==> config.mk <==
export PLATFORM = sky130hd
export DESIGN_NAME = nocrs_divider
export DESIGN_NICKNAME = d
export VERILOG_FILES = /design/src/hw/rtl/note_off_and_control_ramp_scheduler_core_assert.svh /design/src/hw/rtl/nocrs_pkg.sv /design/src/hw/rtl/nocrs_divider.sv
export SDC_FILE = /design/constraint.sdc
export NUM_CORES = 1
export LEC_CHECK = 0
export ABC_AREA = 0
export BUFFER_PORTS_ARGS = -buffer_cell sky130_fd_sc_hd__buf_2
export CAP_MARGIN = 10
export CORE_MARGIN = 4
export CORE_UTILIZATION = 45
export CTS_CLUSTER_DIAMETER = 40
export DETAILED_ROUTE_END_ITERATION = 12
export PLACE_DENSITY = 0.75
export SLEW_MARGIN = 20
export SYNTH_ARGS = -nofsm -noshare
export SYNTH_HDL_FRONTEND = slang
export SYNTH_SLANG_ARGS = --single-unit
==> constraint.sdc <==
create_clock -name clk -period 18 [get_ports clk]
set_input_delay 4.5 -clock clk [delete_from_list [all_inputs] [get_ports clk]]
set_output_delay 4.5 -clock clk [all_outputs]
set_load 0.01 [all_outputs]
==> src/hw/rtl/note_off_and_control_ramp_scheduler_core_assert.svh <==
// Assertion macros for the ramp scheduler core
`ifndef NOTE_OFF_AND_CONTROL_RAMP_SCHEDULER_CORE_ASSERT_SVH
`define NOTE_OFF_AND_CONTROL_RAMP_SCHEDULER_CORE_ASSERT_SVH
`ifndef SYNTHESIS
// same-cycle implication
`define NOCRS_ASSERT_NOW(name, clk, rst, ante, cons) \
  name: assert property (@(posedge clk) disable iff (rst) (ante) |-> (cons)) \
    else $error("nocrs assertion failed");
// next-cycle implication
`define NOCRS_ASSERT_NEXT(name, clk, rst, ante, cons) \
  name: assert property (@(posedge clk) disable iff (rst) (ante) |=> (cons)) \
    else $error("nocrs assertion failed");
`else
`define NOCRS_ASSERT_NOW(name, clk, rst, ante, cons)
`define NOCRS_ASSERT_NEXT(name, clk, rst, ante, cons)
`endif
`endif

==> src/hw/rtl/nocrs_pkg.sv <==
package nocrs_pkg;
  localparam int NOTE_SLOTS  = 16;
  localparam int CTRL_SLOTS  = 8;
  localparam int QUEUE_DEPTH = NOTE_SLOTS + CTRL_SLOTS;

  localparam int NOTE_CNT_W = $clog2(NOTE_SLOTS + 1);
  localparam int CTRL_CNT_W = $clog2(CTRL_SLOTS + 1);
  localparam int NOTE_IDX_W = (NOTE_SLOTS > 1) ? $clog2(NOTE_SLOTS) : 1;
  localparam int CTRL_IDX_W = (CTRL_SLOTS > 1) ? $clog2(CTRL_SLOTS) : 1;
  localparam int WALK_W     = (NOTE_CNT_W > CTRL_CNT_W) ? NOTE_CNT_W : CTRL_CNT_W;
  localparam int QCNT_W     = $clog2(QUEUE_DEPTH + 1);
  localparam int QIDX_W     = (QUEUE_DEPTH > 1) ? $clog2(QUEUE_DEPTH) : 1;

  // ramp arithmetic widths
  localparam int DELTA_W = 24;
  localparam int MAG_W   = 33;
  localparam int PROD_W  = MAG_W + DELTA_W;
  localparam int QUOT_W  = MAG_W;
  localparam int DCNT_W  = $clog2(PROD_W + 1);

  // commands
  localparam logic [1:0] CMD_TICK    = 2'd0;
  localparam logic [1:0] CMD_NOTE_ON = 2'd1;
  localparam logic [1:0] CMD_CTRL    = 2'd2;
  localparam logic [1:0] CMD_FLUSH   = 2'd3;

  // message kinds
  localparam logic [1:0] KIND_NOTE     = 2'd0;
  localparam logic [1:0] KIND_CTRL     = 2'd1;
  localparam logic [1:0] KIND_OVERFLOW = 2'd2;

  typedef struct packed {
    logic [1:0]  kind;
    logic [15:0] key;
    logic [6:0]  vel;
    logic [31:0] value;
  } msg_t;
endpackage

==> src/hw/rtl/nocrs_divider.sv <==
module nocrs_divider (
  input  logic                          clk,
  input  logic                          rst,
  input  logic                          start,
  input  logic [nocrs_pkg::PROD_W-1:0]  dividend,
  input  logic [31:0]                   divisor,
  output logic                          busy,
  output logic                          done,
  output logic [nocrs_pkg::QUOT_W-1:0]  quotient
);
  import nocrs_pkg::*;

  logic [PROD_W-1:0] q;
  logic [31:0]       r;
  logic [DCNT_W-1:0] cnt;
  logic [32:0]       trial;
  logic [32:0]       diffv;
  logic              ge;

  // one restoring step per cycle
  always_comb begin
    trial = {r, q[PROD_W-1]};
    diffv = trial - {1'b0, divisor};
    ge    = trial >= {1'b0, divisor};
  end

  always_ff @(posedge clk) begin
    if (rst) begin
      busy <= 1'b0;
      done <= 1'b0;
    end else begin
      done <= 1'b0;
      if (start) begin
        q    <= dividend;
        r    <= '0;
        cnt  <= DCNT_W'(PROD_W);
        busy <= 1'b1;
      end else if (busy) begin
        q   <= {q[PROD_W-2:0], ge};
        r   <= ge ? diffv[31:0] : trial[31:0];
        cnt <= cnt - 1'b1;
        if (cnt == DCNT_W'(1)) begin
          busy <= 1'b0;
          done <= 1'b1;
        end
      end
    end
  end

  assign quotient = q[QUOT_W-1:0];
endmodule

==> Word-level counts from Yosys, hierarchy flattened <==
Cells that the tools add are included.
{ "totals": {"reg_bits": 97, "inputBits": 92, "output_inout_bits": 35, "word_cells": 23} }
{ "classes": {"n_addsub": 2, "n_lt_le_gt_ge": 1, "eq_ne": 1, "mux": 9, "bitwise_logic": 2, "reduce_logical": 3} }
{ "ops": {"columns": ["op", "n"], "rows": [
  ["57-bit 2-to-1 mux", 2],
  ["32-bit 2-to-1 mux", 2],
  ["33-bit by 32-bit greater-or-equal comparator with 1-bit output", 1],
  ["32-bit subtractor", 1],
  ["6-bit by 1-bit equality test with 1-bit output (second input constant)", 1],
  ["6-bit 2-to-1 mux", 1],
  ["6-bit by 1-bit subtractor with 6-bit output (second input constant)", 1],
  ["1-bit 2-to-1 mux", 4],
  ["3-bit OR reduction", 1],
  ["1-bit NOT", 2],
  ["2-bit AND reduction", 1],
  ["2-bit nonzero test", 1]
]} }

==> Depth between registers and ports, before layout <==
Gate-level depths: netlist of the first run.
{ "logic_depth": {"depth_word": 4, "mapped_depth": 13, "depth_no_buf": 11} }

==> Least setup slack after synthesis of the first run <==
Ideal clock, no wire load.
{ "synth_timing": {"path_type": "input to register", "start": "input port start", "end": "register cnt[0], enable pin", "setup_time_ns": 0.549, "arrival_time_ns": 9.396, "required_time_ns": 17.451, "path_slack_ns": 8.055, "cell_stages": 5, "n_path_buf": 3, "path_cell_list": "clkbuf_1 clkbuf_1 clkbuf_1 nor2_1 nor2_1"} }
{ "synth_via": {"elab_chain_cells": 2} }
{ "synth_lines": {"columns": ["element", "line_no", "source"], "rows": [
  ["start, declared", "nocrs_divider.sv:4", "input logic start,"],
  ["2-bit nonzero test (no source line)", null, null],
  ["2-bit AND reduction (no source line)", null, null],
  ["end signal, assigned", "nocrs_divider.sv:36", "cnt <= DCNT_W'(PROD_W);"],
  ["end signal, assigned", "nocrs_divider.sv:41", "cnt <= cnt - 1'b1;"],
  ["end, declared", "nocrs_divider.sv:15", "logic [DCNT_W-1:0] cnt;"]
]} }
No other way between the ends.
A chain may end at the register's enable or synchronous reset.

==> Final worst setup path of the first run <==
{ "layout_timing": {"start": "input port divisor[14]", "end": "register r[1] (data pin)"} }
{ "layout_via": {"elab_chain_cells": 3} }
{ "layout_lines": {"columns": ["element", "line_no", "source"], "rows": [
  ["start, declared", "nocrs_divider.sv:6", "input logic [31:0] divisor,"],
  ["33-bit by 32-bit greater-or-equal comparator with 1-bit output", "nocrs_divider.sv:24", "ge = trial >= {1'b0, divisor};"],
  ["32-bit 2-to-1 mux", "nocrs_divider.sv:40", "r <= ge ? diffv[31:0] : trial[31:0];"],
  ["32-bit 2-to-1 mux", "nocrs_divider.sv:38", "end else if (busy) begin"],
  ["end signal, assigned", "nocrs_divider.sv:40", null],
  ["end, declared", "nocrs_divider.sv:14", "logic [31:0] r;"]
]} }
No other way between the ends. The select of a mux whose other input is x is not followed.

==> results of run 1 <==
cells by family (layout without fill, tap and decap cells):
group	count (synthesis)	after routing
adders and majority gates	35	35
muxes	58	58
xor gates and xnor gates	20	20
AOI/OAI and AO/OA	159	159
and+or+nand+nor	150	150
buffers and inverters	101	187
DFF	97	97
worst paths after layout:
check | end | start | depth (start not counted) | slack [ns]
hold reg to reg | q[56]$_DFFE_PP_ | q[55]$_DFFE_PP_ | 1 | 0.55
setup reg to reg | r[1]$_SDFFCE_PP0P_ | r[25]$_SDFFCE_PP0P_ | 9 | 14.36
hold / removal | q[56]$_DFFE_PP_ | q[55]$_DFFE_PP_ | 1 | 0.55
setup / recovery | r[1]$_SDFFCE_PP0P_ | divisor[14] | 11 | 10.51
cell type report:
cell class / count / area, um2 / share of cell area (%)
clock inverter: 5 / 37.5 / 0.516
clock buffer: 11 / 233 / 3.20
sequential: 97 / 2890 / 39.7
timing repair buffer: 128 / 648 / 8.90
inverter: 43 / 161 / 2.22
multi-input combinational: 422 / 3080 / 42.3
tap: 180 / 225 / 3.09
cells in the final DEF, fill, tap and decap left out, types with 15 or more instances in the layout:
cell type,n
sky130_fd_sc_hd__ha_1,34
sky130_fd_sc_hd__nor2_1,27
sky130_fd_sc_hd__nand3_1,32
sky130_fd_sc_hd__a21oi_1,53
sky130_fd_sc_hd__xnor2_1,15
sky130_fd_sc_hd__nand2_1,36
sky130_fd_sc_hd__mux2_2,56
sky130_fd_sc_hd__edfxtp_1,95
sky130_fd_sc_hd__inv_1,42
sky130_fd_sc_hd__o21ai_0,30
sky130_fd_sc_hd__buf_2,125
sequential cells by signal (all words and copies together), names as in the netlist:
register	cells
q	57
cnt	6
done	1
r	32
busy	1
worst register-to-register path: stages (launching register included):
cell and delay (ns):
sky130_fd_sc_hd__edfxtp_1 0.42, sky130_fd_sc_hd__ha_1 0.42, sky130_fd_sc_hd__a21o_1 0.22, sky130_fd_sc_hd__a21oi_1 0.27, sky130_fd_sc_hd__o21bai_1 0.10, sky130_fd_sc_hd__a21o_1 0.22
sky130_fd_sc_hd__nor2_1 0.25, sky130_fd_sc_hd__a31o_1 0.86, sky130_fd_sc_hd__nand2_2 0.34, sky130_fd_sc_hd__a211oi_1 0.35
stage by stage:
step | hold WS [ns] | util, % | instances | setup WS, ns
floorplan | 0.525 | - | 620 | 8.05
global placement | 0.533 | 50.1 | 870 | 10.37
detailed placement | 0.537 | 50.1 | 870 | 10.19
CTS | 0.553 | 52.0 | 886 | 10.54
global route | 0.561 | 52.0 | 886 | 10.27
finish | 0.548 | 52.0 | 886 | 10.51
where the power goes:
group          switching [mW]  total (mW)  internal [mW]
Combinational          0.0984       0.170         0.0718
Clock                  0.0849       0.180         0.0947
Sequential            0.00932       0.282          0.272
routing by layer:
| layer | wire (um) | global-route usage [%] | vias to the layer above |
|---|---|---|---|
| li1 | - | - | 2444 |
| met1 | 6680 | 24.5 | 2386 |
| met2 | 7140 | 30.5 | 175 |
| met3 | 1020 | 4.13 | 16 |
| met4 | 155 | 4.81 | 2 |
| met5 | 7 | 0 | - |
==> summary.md, run 1 <==
| Metric | Value |
|---|---|
| Synthesized cell area | `approximately 6500 um2` |
| Largest net degree at the start of global routing | `89` |
| Power density cells | `86.8 nW/um2` |
| CTS H-Tree Depth | `3` |
| Synth top area cells | `sky130_fd_sc_hd__edfxtp_1 44%, sky130_fd_sc_hd__mux2_2 9.7%, sky130_fd_sc_hd__ha_1 6.6%` |
| Total global-route track usage | `around 18%` |
| Hold buffers post-CTS | `0` |
| Nature of the critical path endpoint | `register` |
| Vias in the first global route | `4,967` |
| Iteration-0 DRC count of the detailed router | `334` |
| Worst Path Required | `18.15 ns` |
| Path type of the worst setup path | `in -> reg` |
| Chip height | `128 um` |
| Final hold viol count | `0` |
| CP Launch Type | `input pin` |
| Achievable clock frequency | `134 MHz` |
| Post CTS Setup Buffer Count | `0` |
| First drt pass iteration count | `5` |
| Total congestion overflow after global routing | `0` |
| Tightest Hold Check Type | `reg -> reg` |
| Global-route wire length before repair | `between 20 and 25 mm` |
| Starting utilization of the core area | `46.3%` |
| Overall die width | `128 um` |
| Ys flop type | `sky130_fd_sc_hd__edfxtp_1` |
| TritonCTS Sinks | `between 90 and 100` |
| Number of enable flip-flop cells after synthesis | `95` |
| Most common library cells after synthesis | `95 x sky130_fd_sc_hd__edfxtp_1, 56 x sky130_fd_sc_hd__mux2_2, 53 x sky130_fd_sc_hd__a21oi_1` |
| Crit path max-delay family | `compound AO/OA/AOI/OAI gates` |
| Number of max-slew violations in the final report | `0` |
| Wire per inst | `16.9 um` |
| Number of setup violations in the final report | `0` |
| Simple-gate portion of the synthesized area | `11.8%` |
| Cell type with the highest aggregate area in the netlist | `sky130_fd_sc_hd__edfxtp_1` |
| Design Power | `632 uW` |
| Detailed-route wire length | `~15 mm` |
| RSZ-0062 raised after global routing | `false` |
| Placed cell areas | `7010 um2` |
| Clock latency at the later pin of the worst-skew pair | `0.34 ns` |
| Via count | `about 5.0k` |
| Detailed-route DRC error count | `0` |
| Clock tree from TritonCTS | `built` |
| Worst-path clk slew | `roughly 0.070 ns` |
| Largest family of logic cells by synthesized area | `compound AO/OA/AOI/OAI gates` |
| Slowest cell on the critical path | `sky130_fd_sc_hd__a31o_1` |
| CP Max Fanout | `26` |
| Ratio of cells with drive above 1 in the final layout | `just under 30%` |
| Number of warnings printed during yosys synthesis | `0` |
| Worst-case clock buffer depth | `2` |
| Worst-case headroom to the max-slew limit | `31.1%` |
| Detailed-placement wirelength estimate | `10.8 mm` |
| Share of synthesized cell area in full adder, half adder and majority cells | `6.87%` |
| Post-Route Skew | `0.00910 ns` |
| # fillers | `1,261` |
| Core area | `14,000 um2` |
| Leakage power | `just under 3 nW` |
| Initial antenna violation count | `1` |
| Sequential-to-total area share from yosys stat | `44.6%` |
| Slew at the pin closest to its max-slew limit | `1.03 ns` |
| Post-Syn Instances | `620` |
| Site row count | `43` |
| Share of flip-flops with an asynchronous set or reset after synthesis | `0%` |
| Antenna viol nets, final | `0` |
| Fin area | `7280 um2` |
| Average cell area after synthesis | `10.5 um2` |
| Most frequent cell after synthesis | `sky130_fd_sc_hd__edfxtp_1` |
| Cells along the critical path | `buf_2, inv_1, ha_1, a21oi_1, nor2_1, a211oi_1, a21o_1, a21o_1, a31o_1, nand2_2, a211oi_1` |
| Xor and xnor area share after synthesis | `under 10%` |
| Fraction of the mapped netlist area in compound gates | `between 15 and 20%` |
| Die outline area | `16,400 um2` |
| Average vias per placed instance | `about 5.7` |
| Top cell type's share of synthesized area | `approximately 44%` |
| Buffering stage count on the worst path with inverters included | `2` |
| Outcome | `completed` |
| Reported max-cap violation count | `0` |
| Setup TNS | `0 ns` |
| Relative area change from synthesis to final layout | `12.3%` |
| Number of cells upsized or downsized after cts | `0` |
| NumNets Final | `828` |
| Tcrit/Tclk final | `41.6%` |
| #FFs+latches synth | `97` |
| Top Ports | `127` |
| Quantity of I/O buffers inserted on ports | `126` |
| Data arrival time of the critical path | `around 7.6 ns` |
| Worst supply voltage drop on vdd | `45.8 uV` |
| Antenna Cells | `0` |
| Minimum period implied by the final worst setup slack | `7.49 ns` |
| Clock root buffer | `sky130_fd_sc_hd__clkbuf_16` |
| Share of cell area taken by muxes after synthesis | `between 10 and 15%` |
| Count of cell types in the netlist | `65` |
| Crit-path max cell delay | `just over 0.8 ns` |
| Final GP Congestion | `0.898` |
| TritonCTS Buffers | `9` |
| Post-Synthesis Net Count | `747` |
No activity file was read; power rests on OpenSTA's default activity.
==> run 2, diff against run 1 <==
- PLACE_DENSITY: 0.75 -> 0.78
- clock period: 18 -> 6.1 ns (I/O delays scaled with it)
==> summary.md, run 2 (synthesis gave the netlist of run 1 again) <==
| Metric | Value |
|---|---|
| Wire per inst | `16.8 um (was 16.9 um)` |
| Reported max-cap violation count | `0 (unchanged)` |
| Worst Path Required | `6.17 ns (was 18.15 ns)` |
| Quantity of I/O buffers inserted on ports | `126 (unchanged)` |
| Register ranked first by flip-flop count | `q (unchanged)` |
| Starting utilization of the core area | `46.3% (unchanged)` |
| Clock latency at the later pin of the worst-skew pair | `0.35 ns (was 0.34 ns)` |
| Worst r2r path cells | `9 (unchanged)` |
| Total congestion overflow after global routing | `0 (unchanged)` |
| Initial antenna violation count | `0 (was 1)` |
| Number of cells upsized or downsized after cts | `0 (unchanged)` |
| CP Launch Type | `input pin (unchanged)` |
| CP Max Fanout | `14 (was 26)` |
| Global-route wire length before repair | `24.5 mm (was 24.6 mm)` |
| Largest net degree at the start of global routing | `56 (was 89)` |
| Placed cell areas | `7030 um2 (was 7010 um2)` |
| Power density cells | `257 nW/um2 (was 86.8 nW/um2)` |
| Antenna Cells | `0 (unchanged)` |
| Worst-case headroom to the max-slew limit | `31.1% (about the same)` |
| Leakage power | `2.97 nW (was 2.95 nW)` |
| Data arrival time of the critical path | `4.22 ns (was 7.64 ns)` |
| Minimum period implied by the final worst setup slack | `4.14 ns` |
| Via count | `5,015 (was 5,023)` |
| Vias in the first global route | `4,970 (was 4,967)` |
| Detailed-route DRC error count | `0 (unchanged)` |
| Most frequent cells in the layout | `125 x sky130_fd_sc_hd__buf_2, 95 x sky130_fd_sc_hd__edfxtp_1, 56 x sky130_fd_sc_hd__mux2_2 (unchanged)` |
| First drt pass iteration count | `4 (was 5)` |
| Number of max-slew violations in the final report | `0 (unchanged)` |
| Outcome | `completed (unchanged)` |
| Fin area | `7310 um2 (was 7280 um2)` |
| Number of setup violations in the final report | `0 (unchanged)` |
| Hold buffers post-CTS | `0 (unchanged)` |
| Ratio of cells with drive above 1 in the final layout | `29.9% (was 29.6%)` |
| Detailed-route wire length | `14.9 mm (was 15.0 mm)` |
| Nature of the critical path endpoint | `register (unchanged)` |
| Final GP Congestion | `0.884 (was 0.898)` |
| Site row count | `43 (unchanged)` |
| Antenna viol nets, final | `0 (unchanged)` |
| Total global-route track usage | `18.7% (was 18.4%)` |
| NumNets Final | `831 (was 828)` |
| Achievable clock frequency | `241 MHz` |
| Clock root buffer | `sky130_fd_sc_hd__clkbuf_16 (unchanged)` |
| Path type of the worst setup path | `in -> reg (unchanged)` |
| Setup slack of the worst register-to-register path | `2.81 ns (was 14.36 ns)` |
| Die outline area | `16,400 um2 (unchanged)` |
| Post CTS Setup Buffer Count | `0 (unchanged)` |
| Leading registers by flop count | `q x57, r x32, cnt x6 (unchanged)` |
| CTS H-Tree Depth | `3 (unchanged)` |
| Detailed-placement wirelength estimate | `10.9 mm (was 10.8 mm)` |
| Worst-path clk slew | `0.07 ns (about the same)` |
| Clock tree from TritonCTS | `built (unchanged)` |
| Iteration-0 DRC count of the detailed router | `290 (was 334)` |
| RSZ-0062 raised after global routing | `false (unchanged)` |
| Setup TNS | `0 ns (unchanged)` |
| Core area | `14,000 um2 (unchanged)` |
| Worst hold path depth | `1 (unchanged)` |
| Relative area change from synthesis to final layout | `12.7% (was 12.3%)` |
| TritonCTS Sinks | `97 (unchanged)` |
| Worst supply voltage drop on vdd | `153 uV (was 45.8 uV)` |
| Worst-case clock buffer depth | `2 (unchanged)` |
| Tightest Hold Check Type | `reg -> reg (unchanged)` |
| Most common cell after layout, fill and taps aside | `sky130_fd_sc_hd__buf_2 (unchanged)` |
| Chip height | `128 um (unchanged)` |
| Overall die width | `128 um (unchanged)` |
| TritonCTS Buffers | `9 (unchanged)` |
| Top Ports | `127 (unchanged)` |
| Tcrit/Tclk final | `between 60 and 70%` |
| Post-Route Skew | `0.00932 ns (was 0.00910 ns)` |
| Max FFs per register | `57 (unchanged)` |
| Slew at the pin closest to its max-slew limit | `1.03 ns (about the same)` |
| Average vias per placed instance | `5.64 (was 5.67)` |
| Final hold viol count | `0 (unchanged)` |
[run 2: changes by cell type in the layout (fill, tap and decap cells not counted), sizes merged]
cell    delta
inv        -1
clkbuf     +1
buf        +3
[run 2: final timing paths]
kind / startpoint / to
setup / recovery: divisor[14] / r[18]$_SDFFCE_PP0P_
hold / removal: q[54]$_DFFE_PP_ / q[55]$_DFFE_PP_
setup reg to reg: r[10]$_SDFFCE_PP0P_ / r[28]$_SDFFCE_PP0P_
hold reg to reg: q[54]$_DFFE_PP_ / q[55]$_DFFE_PP_
[run 2: final cells by class]
class	count	area, um2
clock buffers	12	246
clock inverters	4	28.8
fillers	1309	6680
inverters	43	161
multi-input cells	422	3080
flip-flops and latches	97	2890
well taps	180	225
repair buffers	131	671
[run 2: metal layers]
metal  global-route usage, %  up-vias  wire (um)
met3                    5.29       14       1150
met4                    5.99        0        208
li1                        -     2450          -
met5                       0        -          0
met2                    30.3      166       7110
met1                    24.2     2385       6430
[run 2: power by group]
part | switching [mW] | leakage (nW) | internal (mW)
Sequential | 0.0264 | 0.926 | 0.804
Combinational | 0.289 | 1.91 | 0.213
Clock | 0.255 | 0.129 | 0.289
Total | 0.571 | 2.97 | 1.31
[run 2: through the flow]
step                hold WS [ns]  util, %  setup slack (ns)  power [mW]  std cells
floorplan                  0.525        -             0.724        1.23        620
global placement           0.529     50.3              1.61        1.33        873
detailed placement         0.537     50.3              1.58        1.34        873
CTS                        0.550     52.2              1.96        1.89        889
global route               0.561     52.2              1.68        1.99        889
finish                     0.548     52.2              1.96        1.88        889
[run 2: worst max-delay path, cell delays in order]
cell and delay [ns]:
sky130_fd_sc_hd__buf_2 0.07, sky130_fd_sc_hd__inv_1 0.03, sky130_fd_sc_hd__ha_1 0.36, sky130_fd_sc_hd__a21oi_1 0.20
sky130_fd_sc_hd__nor2_1 0.07, sky130_fd_sc_hd__a211oi_1 0.48, sky130_fd_sc_hd__a21o_1 0.25, sky130_fd_sc_hd__a21o_1 0.18
sky130_fd_sc_hd__a31o_1 0.50, sky130_fd_sc_hd__buf_4 0.32, sky130_fd_sc_hd__a211o_1 0.15, sky130_fd_sc_hd__a21oi_1 0.06
